===== src/sv/sbp_pkg.sv =====
// ----------------------------------------------------------------------------
// sbp_pkg
// shared widths, fixed-point constants and register indexes of the spectrum
// bin to pixel resampler
// ----------------------------------------------------------------------------
`timescale 1ns / 1ps
`default_nettype none

package sbp_pkg;

   // fixed-point format and limits
   localparam int FRAC_BITS   = 16;
   localparam int SAMPLE_BITS = 16;
   localparam int MAX_PPB     = 32;
   localparam int MAX_RESULTS = MAX_PPB + 1;
   localparam int N_W         = $clog2(MAX_RESULTS + 1);

   // field and state widths
   localparam int VAL_W   = 16;
   localparam int IDX_W   = 12;
   localparam int BIN_W   = 17;
   localparam int PIX_W   = 13;
   localparam int SR_W    = 18;
   localparam int FREQ_W  = 17;
   localparam int FFT_W   = 17;
   localparam int Q_W     = 32;
   localparam int SUM_W   = 48;
   localparam int FRAC1_W = FRAC_BITS + 1;

   // shared divider operand widths
   localparam int DIV_N_W = 48;
   localparam int DIV_D_W = 32;
   localparam int DIV_C_W = $clog2(DIV_N_W);

   // configuration port
   localparam int CSR_IDX_W  = 3;
   localparam int CSR_DATA_W = 18;

   localparam logic [Q_W-1:0]   ONE_Q      = Q_W'(1) << FRAC_BITS;
   localparam logic [Q_W-1:0]   MAX_PPB_Q  = Q_W'(MAX_PPB) << FRAC_BITS;
   localparam logic [BIN_W-1:0] BIN_MAX    = {BIN_W{1'b1}};
   localparam logic [DIV_N_W-1:0] SAMPLE_MAX = DIV_N_W'({SAMPLE_BITS{1'b1}});

   typedef enum logic [CSR_IDX_W-1:0] {
      CSR_SAMPLE_RATE = 3'd0,
      CSR_FFT_SIZE    = 3'd1,
      CSR_LOW_FREQ    = 3'd2,
      CSR_HIGH_FREQ   = 3'd3,
      CSR_PIXEL_COUNT = 3'd4
   } csr_index_type;

endpackage

`default_nettype wire


===== src/sv/sbp_div.sv =====
// ----------------------------------------------------------------------------
// sbp_div
// shared restoring divider, one quotient bit per cycle
// ----------------------------------------------------------------------------
`timescale 1ns / 1ps
`default_nettype none

module sbp_div import sbp_pkg::*; (
   input  wire logic               clock,
   input  wire logic               reset,
   input  wire logic               start,
   input  wire logic [DIV_N_W-1:0] dividend,
   input  wire logic [DIV_D_W-1:0] divisor,
   output logic                    busy,
   output logic                    done,
   output logic [DIV_N_W-1:0]      quotient
);

   logic               busy_ff, busy_in;
   logic               done_ff, done_in;
   logic [DIV_C_W-1:0] count_ff, count_in;
   logic [DIV_D_W-1:0] rem_ff, rem_in;
   logic [DIV_D_W-1:0] dsr_ff, dsr_in;
   logic [DIV_N_W-1:0] quo_ff, quo_in;
   logic [DIV_D_W:0]   rem_sh;
   logic               ge;

   // one shift-and-subtract step
   always_comb begin
      rem_sh   = {rem_ff, quo_ff[DIV_N_W-1]};
      ge       = rem_sh >= {1'b0, dsr_ff};
      busy_in  = busy_ff;
      done_in  = 1'b0;
      count_in = count_ff;
      rem_in   = rem_ff;
      dsr_in   = dsr_ff;
      quo_in   = quo_ff;
      if (start && !busy_ff) begin
         busy_in  = 1'b1;
         count_in = DIV_C_W'(DIV_N_W - 1);
         rem_in   = '0;
         dsr_in   = divisor;
         quo_in   = dividend;
      end else if (busy_ff) begin
         rem_in   = ge ? DIV_D_W'(rem_sh - {1'b0, dsr_ff}) : rem_sh[DIV_D_W-1:0];
         quo_in   = {quo_ff[DIV_N_W-2:0], ge};
         count_in = count_ff - 1'b1;
         if (count_ff == '0) begin
            busy_in = 1'b0;
            done_in = 1'b1;
         end
      end
   end

   always_ff @(posedge clock) begin
      if (reset) begin
         busy_ff  <= 1'b0;
         done_ff  <= 1'b0;
         count_ff <= '0;
      end else begin
         busy_ff  <= busy_in;
         done_ff  <= done_in;
         count_ff <= count_in;
      end
      rem_ff <= rem_in;
      dsr_ff <= dsr_in;
      quo_ff <= quo_in;
   end

   assign busy     = busy_ff;
   assign done     = done_ff;
   assign quotient = quo_ff;

   // checks
   a_done_after_busy: assert property (@(posedge clock) disable iff (reset)
      done_ff |-> $past(busy_ff)) else $error("divider done without a running division");
   a_no_overlap: assert property (@(posedge clock) disable iff (reset)
      busy_ff && count_ff != '0 |=> busy_ff) else $error("divider stopped early");

endmodule

`default_nettype wire

===== config.mk =====
export PLATFORM = sky130hd
export DESIGN_NAME = sbp_div
export DESIGN_NICKNAME = d
export VERILOG_FILES = /design/src/sv/sbp_pkg.sv /design/src/sv/sbp_div.sv
export SDC_FILE = /design/constraint.sdc
export NUM_CORES = 1
export LEC_CHECK = 0
export ABC_AREA = 1
export BUFFER_PORTS_ARGS = -buffer_cell sky130_fd_sc_hd__buf_4
export CORE_MARGIN = 4
export CORE_UTILIZATION = 55
export DETAILED_ROUTE_END_ITERATION = 16
export PLACE_DENSITY = 0.87
export SKIP_CTS_REPAIR_TIMING = 1
export SKIP_LAST_GASP = 1
export SYNTH_ARGS = -nofsm -noshare
export SYNTH_HDL_FRONTEND = slang
export SYNTH_SLANG_ARGS = --single-unit

===== constraint.sdc =====
create_clock -name clock -period 4.4 [get_ports clock]
set_input_delay 1.32 -clock clock [delete_from_list [all_inputs] [get_ports clock]]
set_output_delay 1.32 -clock clock [all_outputs]
set_load 0.02 [all_outputs]

# After elaboration in Yosys (flattened, before gate mapping)
# Cells that the tools add are included.
totals:
  register_bits: 120
  latch_bits: 0
  ramBits: 0
  romBits: 0
  input_bits: 83
  output_inout_bits: 50
  elab_cells: 26
  n_memories: 0
op_classes:
  n_addsub: 2
  multipliers: 0
  n_div: 0
  n_lt_le_gt_ge: 1
  eq_ne: 0
  shift: 0
  n_mux: 9
  n_bitwise: 1
  reduce_logical: 6
ops:
  columns: ["operator", "count"]
  rows:
  - ["$mux 48", 2]
  - ["$ge 33x32->1", 1]
  - ["$mux 32", 1]
  - ["$sub 32x32->32", 1]
  - ["$mux 6", 2]
  - ["$logic_not 6->1", 1]
  - ["$sub 6x1->6 const B", 1]
  - ["$mux 1", 4]
  - ["$reduce_or 3->1", 1]
  - ["$reduce_bool 2->1", 1]
  - ["$reduce_or 2->1", 1]
  - ["$logic_and 1x1->1", 1]
  - ["$logic_not 1->1", 1]
  - ["$not 1->1", 1]

# Longest topological paths before layout
# Gate-level depths: netlist (run 1).
depth:
  depth_word: 4
  mapped_depth: 16
  ltp_nobuf: 16

# Worst setup path after synthesis (run 1)
# No wires, ideal clock.
synth_path:
  path_kind: "input port to flip-flop"
  start: "in start"
  end: "reg quo_ff[0] (netlist: quotient[0]), enable pin"
  setup_time_ps: 432
  t_arrival_ps: 3099
  required_time_ps: 3968
  setup_slack_ps: 869
  path_stages: 3
  path_buffers: 1
  path_cell_list: "nor2_2 inv_1 clkbuf_1"
synth_between:
  elab_chain_cells: 2
synth_rtl:
  columns: ["item", "line", "source"]
  rows:
  - ["from (decl)", "sbp_div.sv:11", "input wire logic start,"]
  - ["$logic_and 1x1->1", "sbp_div.sv:38", "if (start && !busy_ff) begin"]
  - ["$reduce_bool 2->1 (no line)", null, null]
  - ["to (signal assigned)", "sbp_div.sv:67", "quo_ff <= quo_in;"]
  - ["to (decl)", "sbp_div.sv:24", "logic [DIV_N_W-1:0] quo_ff, quo_in;"]
# No other way between the ends.
# A chain may end at the register's enable or synchronous reset.

# Worst setup path after layout (run 1)
layout_path:
  start: "reg busy_ff (netlist: busy)"
  end: "out busy"
layout_lines:
  columns: ["item", "line", "source"]
  rows:
  - ["from (decl)", "sbp_div.sv:19", "logic busy_ff, busy_in;"]
  - ["from (signal assigned)", "sbp_div.sv:61", "busy_ff <= busy_in;"]
  - ["to (decl)", "sbp_div.sv:14", "output logic busy,"]
# No word-level cell between the ends.

==> results of run 1 <==
[report_power, final]
| part | internal, W | switching [W] | total [W] |
|---|---|---|---|
| combinational | 0.000816 | 0.00142 | 0.00224 |
| sequential | 0.00144 | 0.000133 | 0.00157 |
| clock | 0.000794 | 0.000532 | 0.00133 |
| total | 0.00305 | 0.00209 | 0.00514 |
[path summary, 6_finish.rpt]
kind | cells after the start | from | slack [ps] | to
setup / recovery | 2 | busy | 1600 | busy
setup reg to reg | 15 | dsr_ff[16] | 1780 | rem_ff[30]
hold / removal | 2 | rem_ff[20] | 470 | rem_ff[20]
hold reg to reg | 2 | rem_ff[20] | 470 | rem_ff[20]
[metal layers]
metal	part of all wire	track usage
met5	0	0
met4	0.030	0.114
met3	0.088	0.0699
met2	0.47	0.424
met1	0.41	0.308
[synth_stat cells, drive strengths merged (13+ instances only)]
library cell / instances
buf: 15
nand3b: 21
nand3: 81
a21oi: 18
o21ai: 19
ha: 34
inv: 176
nor2: 51
xnor2: 13
nand2: 454
edfxtp: 80
dfxtp: 40
[cells by family after synthesis]
group                    after synthesis
adder cells (fa/ha/maj)               35
XOR/XNOR                              14
AND/OR/NAND/NOR                      627
buffers and inverters                201
flip-flops                           120
AO/OA/AOI/OAI                         46
[registers in the layout (all words and copies together), names as in the netlist]
register  cells
quotient     48
dsr_ff       32
rem_ff       32
count_ff      6
busy          1
done          1
[worst max-delay path, cell delays in order (launching register included)]
cell	delay, ps
sky130_fd_sc_hd__dfxtp_1	420
sky130_fd_sc_hd__buf_4	400
sky130_fd_sc_hd__buf_4	230
[metrics by stage]
| step | setup WS (ps) | hold WS [ps] | utilization | instances |
|---|---|---|---|---|
| 2_1_floorplan | 869 | 430 | - | 1043 |
| 4_1_cts | 1570 | 474 | 0.692 | 1365 |
| 3_3_place_gp | 1630 | 445 | 0.649 | 1333 |
| 5_1_grt | 1520 | 501 | 0.692 | 1365 |
| 6_report | 1600 | 472 | 0.692 | 1365 |
| 3_5_place_dp | 1610 | 456 | 0.649 | 1333 |
[layout make-up]
cell class	instances	area [um^2]
Clock buffer	19	443
Clock inverter	13	119
Fill cell	1083	4080
Inverter	176	661
Multi-Input combinational cell	722	3460
Sequential cell	120	3200
Tap cell	176	220
Timing Repair Buffer	139	1060
==> flow_results.org, run 1 <==
** Power and ir drop
- Static power due to leakage :: about 5 nW
- Total power consumption of the routed design :: 0.00514 W
- VDD sags by at most 0.272 mV.
- For this design the ratio of total power to cell area is about 560 mW/mm^2.

** Timing
- The worst path needs 2800 ps of the cycle, external delays included.
- In this run the tightest slew margin relative to its limit is 0.510.
- The number of hold-slack violations in the final timing report came to 0.
- Setup repair after global routing left no endpoint under its margin.
- The clock arrives with slightly below 9 ps of skew.
- Count of pins over their slew limit :: 0
- Static timing analysis puts the maximum clock frequency at between 300 and 400 MHz.
- TNS Setup :: 0 ps
- In the finished design, the share of the clock period the worst path needs comes to 0.637.
- Transition time at the pin with the least slew margin :: around 730 ps
- Setup violations remaining at the end of the flow were counted as 0.

** Floorplan
- Total die area :: roughly 0.015 mm^2
- The die is 124 um tall.
- Boundary Pins :: 133
- Row generation in the floorplan step produced 42 rows.
- In this run the standard cell core region covers around 0.013 mm^2.
- The die is ~120 um wide.
- The initial utilization of the core area, before any placement, comes to 0.563.

** Setup path
- Endpoint class of the critical path :: output pin
- STA classifies the critical path startpoint as a flop.
- The critical path in this run is classified as reg2out.
- Worst EP arrival :: 1480 ps
- Required @ worst endpoint :: 3080 ps
- CP Max Fanout :: 33

** Synthesis
- The synthesized netlist occupies a cell area of between 0.007 and 0.008 mm^2.
- Main combinational cell family by area after synthesis :: simple AND/OR/NAND/NOR gates
- In this run, synthesis produced a sequential element count of 120.
- Of the total synthesized cell area, the portion taken by full adders, half adders and majority gates is 0.0597.
- The netlist uses 35 different library cells.
- Yosys top cell area share :: 0.322
- Async SR Flop Fraction :: 0
- Gate count after technology mapping :: ~1000
- Syn Nets :: ~1200
- Complex-gate fraction of the synthesized area :: 0.0337
- Multiplexer share of the synthesized area :: 0
- Simple-gate area share of the yosys netlist :: 0.354
- The biggest area contributor in the post-synthesis netlist is sky130_fd_sc_hd__edfxtp_1.
- Of the total synthesized cell area, the portion taken by XOR and XNOR cells is 0.0164.
- Dividing the synthesized area by the synthesized cell count gives between 7 and 8 um^2.
- Among all flip-flop cells after synthesis, the most frequent one is sky130_fd_sc_hd__edfxtp_1.
- Main area contributors after synthesis :: sky130_fd_sc_hd__edfxtp_1 32%, sky130_fd_sc_hd__nand2_1 23%, sky130_fd_sc_hd__dfxtp_1 11%
- Number of synthesized flops with an enable pin :: 80
- Sequential-to-total area share from yosys stat :: 0.429
- Yosys printed 0 warnings.

** Final layout
- Highest-count cells in the layout ignoring fill and taps :: 448 x sky130_fd_sc_hd__nand2_1, 174 x sky130_fd_sc_hd__inv_1, 138 x sky130_fd_sc_hd__buf_4
- Compared with the post-synthesis result, the final layout area differs by 22.8%.
- For this run, the post-layout net count is roughly 1300.
- Most common cell after layout, fill and taps aside :: sky130_fd_sc_hd__nand2_1
- Diode count :: 0
- After routing the design area is about 0.0092 mm^2.
- Of the cells placed in the final design, the portion with a size suffix greater than 1 is 0.156.

** Routing
- Final wirelength :: between 15 and 20 mm
- Via density per instance :: between 5 and 6
- Total number of vias :: approximately 7000
- Routed wirelength normalized by instance count :: about 14 um
- After detailed routing, the number of remaining DRC violations is 0.
- Violation count after the first detailed-route iteration :: between 600 and 700
- Once detail routing completed, the nets flagged for antenna violations numbered 0.
- The first detailed-routing pass took 7 iterations.

** Clock tree
- The number of clock buffers added by TritonCTS is 17.
- CTS sink count :: 120
- After clock tree synthesis, the clock-pin slew on the worst setup and hold paths is 60 ps.
- CTS placed an instance of sky130_fd_sc_hd__clkbuf_16 at the clock tree root.
- Source-to-sink clock delay at the later pin of the worst-skew pair :: 420 ps
- CTS built an H-tree with a depth of 4.
- TritonCTS built the clock tree.
- Buffers from clock root to sink, at most :: 2

** GRT
- The number of global-route vias before repair came to between 6000 and 7000.
- The first global-routing pass estimated about 32 mm of wire.
- Entering global routing, the biggest net connects 53 pins.
- Initial antenna violation count :: 0
- Residual overflow from global routing :: 0
- All-layer global routing usage :: 0.254

** Flow run
- Max-cap violations in this run came to 0.

** Placement
- Routability-driven placement finished with a final weighted congestion of 0.992.
- Buffers on Ports :: between 100 and 150
- Summing all placed instances gives a cell area of between 0.008 and 0.009 mm^2.
- Detailed placement finished with a half-perimeter wire length of approximately 14 mm.

** Worst hold path
- The worst hold path belongs to the class reg2reg.

** Run status
- The flow ran to the end, and the final reports show no timing, DRC or antenna violations.
(Power assumes the default switching activity.)
==> inputs of run 2 (changes only) <==
==> constraint.sdc (replaced) <==
create_clock -name clock -period 2.6 [get_ports clock]
set_input_delay 0.78 -clock clock [delete_from_list [all_inputs] [get_ports clock]]
set_output_delay 0.78 -clock clock [all_outputs]
set_load 0.02 [all_outputs]
==> flow_results.org, run 2 (synthesis results as in run 1) <==
** Routing
- Total iterations of the first detailed-routing run :: 5 (-2)
- Total number of vias :: 6951 (-0.81%)
- Violation count after the first detailed-route iteration :: 528 (-16%)
- Final wirelength :: 19.6 mm (+1.1%)
- Via density per instance :: 5.08 (-1.1%)
- Count of nets left with antenna violations after detail routing :: 0 (unchanged)
- Residual DRC :: 0 (unchanged)
- Routed wirelength normalized by instance count :: 14.3 um (+0.78%)

** Timing
- Of the available clock period, the critical path in the final layout requires 0.923.
- Setup repair after global routing left no endpoint under its margin.
- The final worst setup slack was 200 ps (-1400 ps).
- The worst slew slack as a fraction of its limit was 0.647 (+0.137).
- Count of endpoints failing hold in the final timing report :: 0 (unchanged)
- Based on the critical path, the design can be clocked at up to around 420 MHz.
- Final Setup Violations :: 0 (unchanged)
- Transition time at the pin with the least slew margin :: 530 ps (-205 ps)
- The maximum clock skew at final layout was 13.1 ps (+4.42 ps).
- The worst path needs between 2000 and 2500 ps of the cycle, external delays included.
- The count of final max-slew check failures is 0 (unchanged).
- The aggregate negative setup slack is 0 ps (unchanged).

** Floorplan
- The core footprint came to 0.0132 mm^2 (unchanged).
- Initial Utilization :: 0.563 (unchanged)
- Overall die width :: 124 um (unchanged)
- Boundary Pins :: 133 (unchanged)
- Chip height :: 124 um (unchanged)
- The overall die area was 0.0155 mm^2 (unchanged).
- Number of rows created at floorplan :: 42 (unchanged)

** Worst hold path
- Hold Crit Class :: reg2reg
- Worst Hold End :: rem_ff[26]
- In this run the most critical hold path is launched from rem_ff[26].
- Hold path depth :: 2 (unchanged)

** Final layout
- The number of flip-flops in the largest register was 48 (unchanged).
- Fill cell count :: 1097 (+1.3%)
- The core utilization of the finished layout was 0.699 (+0.00690).
- Synthesis-to-layout area growth :: 24.0%
- Layout cell share with drive strength beyond 1 :: 0.157 (+0.000314)
- Post-layout nets :: 1298 (+0.31%)
- Diode count :: 0 (unchanged)
- Highest-count cells in the layout ignoring fill and taps :: 448 x sky130_fd_sc_hd__nand2_1, 174 x sky130_fd_sc_hd__inv_1, 143 x sky130_fd_sc_hd__buf_4
- Most common cell after layout, fill and taps aside :: sky130_fd_sc_hd__nand2_1

** GRT
- The remaining global-route overflow is 0 (unchanged).
- Via count of the first global-routing pass :: 6975 (-0.24%)
- The initial antenna violation count is 0 (unchanged).
- The total routing resource utilization after global routing came to 0.258 (+0.00360).
- Wire length of the first global-routing pass :: 32.6 mm (+1.0%)
- The maximum number of pins on one net before global-route repair came to 53 (unchanged).

** Setup path
- Setup CP Type :: reg2reg
- The path depth of the worst reg2reg path came to 15 (unchanged).
- In this run the worst setup path begins at quotient[47].
- Minimum setup slack among reg-to-reg paths :: 200 ps (-1580 ps)
- Endpoint class of the critical path :: flop
- The critical path required time came to 2900 ps (-180 ps).
- Startpoint types :: flop
- Worst EP arrival :: 2700 ps (+1220 ps)
- Worst reg2reg startpoint :: quotient[47]
- CP Max Fanout :: 4 (-88%)
- The endpoint identified for the worst register-to-register timing path is rem_ff[16].

** Clock tree
- The count of H-tree levels built during CTS was 4 (unchanged).
- The clock edge transition at the registers on the reported setup and hold paths is 50 ps (about the same).
- The total number of clock tree sinks came to 120 (unchanged).
- The tree is rooted in a sky130_fd_sc_hd__clkbuf_16.
- TritonCTS clock tree :: yes
- The number of buffers added by the clock tree synthesis step is 17 (unchanged).
- Source-to-sink clock delay at the later pin of the worst-skew pair :: 420 ps (about the same)
- The largest buffer count on any clock path is 2 (unchanged).

** Placement
- The detailed placer's ending HPWL came to 14.2 mm (-0.50%).
- Global placement routability congestion :: 1.04 (+4.6%)
- Worst slack, placed :: 242 ps (-1370 ps)
- The total of buffers placed on input and output ports was 132 (unchanged).

** Run status
- Run status :: finished, final reports clean

** Power and ir drop
- The reported leakage power is 4.93 nW (+1.2%).
- The worst-case vdd ir drop was 0.771 mV (+180%).
- The power per cell area was 977 mW/mm^2 (+74%).

** Flow run
- Number of max-cap violations :: 0 (unchanged)
run 2: how the worst max path moves through the flow:
| stage | to | slack (ps) | cells past startpoint |
|---|---|---|---|
| 2_1_floorplan | dsr_ff[0] | 90 | 3 |
| 3_3_place_gp | rem_ff[22] | 280 | 15 |
| 3_5_place_dp | rem_ff[8] | 240 | 15 |
| 4_1_cts | rem_ff[8] | 240 | 15 |
| 5_1_grt | rem_ff[31] | 80 | 17 |
| 6_report | rem_ff[16] | 200 | 15 |
run 2: critical path, cell delays in order (launching register included):
cell                       delay (ps)
sky130_fd_sc_hd__edfxtp_1         340
sky130_fd_sc_hd__inv_1             60
sky130_fd_sc_hd__ha_1             220
sky130_fd_sc_hd__fa_1             410
sky130_fd_sc_hd__inv_1            120
sky130_fd_sc_hd__nand3_1           80
sky130_fd_sc_hd__nand3_1          220
sky130_fd_sc_hd__nand2_1           90
sky130_fd_sc_hd__nand3_1          180
sky130_fd_sc_hd__nand3_1          180
sky130_fd_sc_hd__nand2_1          100
sky130_fd_sc_hd__nand2_1           50
sky130_fd_sc_hd__nand2_1           50
sky130_fd_sc_hd__nand2_1           40
sky130_fd_sc_hd__nand3_1           90
sky130_fd_sc_hd__nand2_1           60
run 2: metrics by stage:
stage	total power (W)	hold WS, ps	cell area (um^2)	instances
2_1_floorplan	0.00544	430	7460	1043
3_3_place_gp	0.00636	448	8620	1337
3_5_place_dp	0.00641	457	8620	1337
4_1_cts	0.00905	470	9250	1369
5_1_grt	0.00970	488	9250	1369
6_report	0.00904	469	9250	1369
run 2: cell type report:
cell class	count	area (um^2)	share of cell area
Timing Repair Buffer	143	1070	0.116
Clock buffer	20	437	0.0472
Sequential cell	120	3200	0.346
Inverter	176	661	0.0714
Multi-Input combinational cell	722	3460	0.374
Clock inverter	12	199	0.0215
Tap cell	176	220	0.0238
run 2: where the power goes:
group | internal [W] | leakage, nW | switching, W
Sequential | 0.00244 | 1.13 | 0.000217
Combinational | 0.00139 | 3.49 | 0.00242
Clock | 0.00170 | 0.310 | 0.000876
run 2: metal layers:
metal	part of all wire	track usage	wire length [um]	up-vias
met1	0.42	0.321	8220	3119
met3	0.081	0.0656	1590	40
li1	-	-	-	3517
met2	0.47	0.432	9220	275
met4	0.030	0.0993	587	0
met5	0	0	0	-
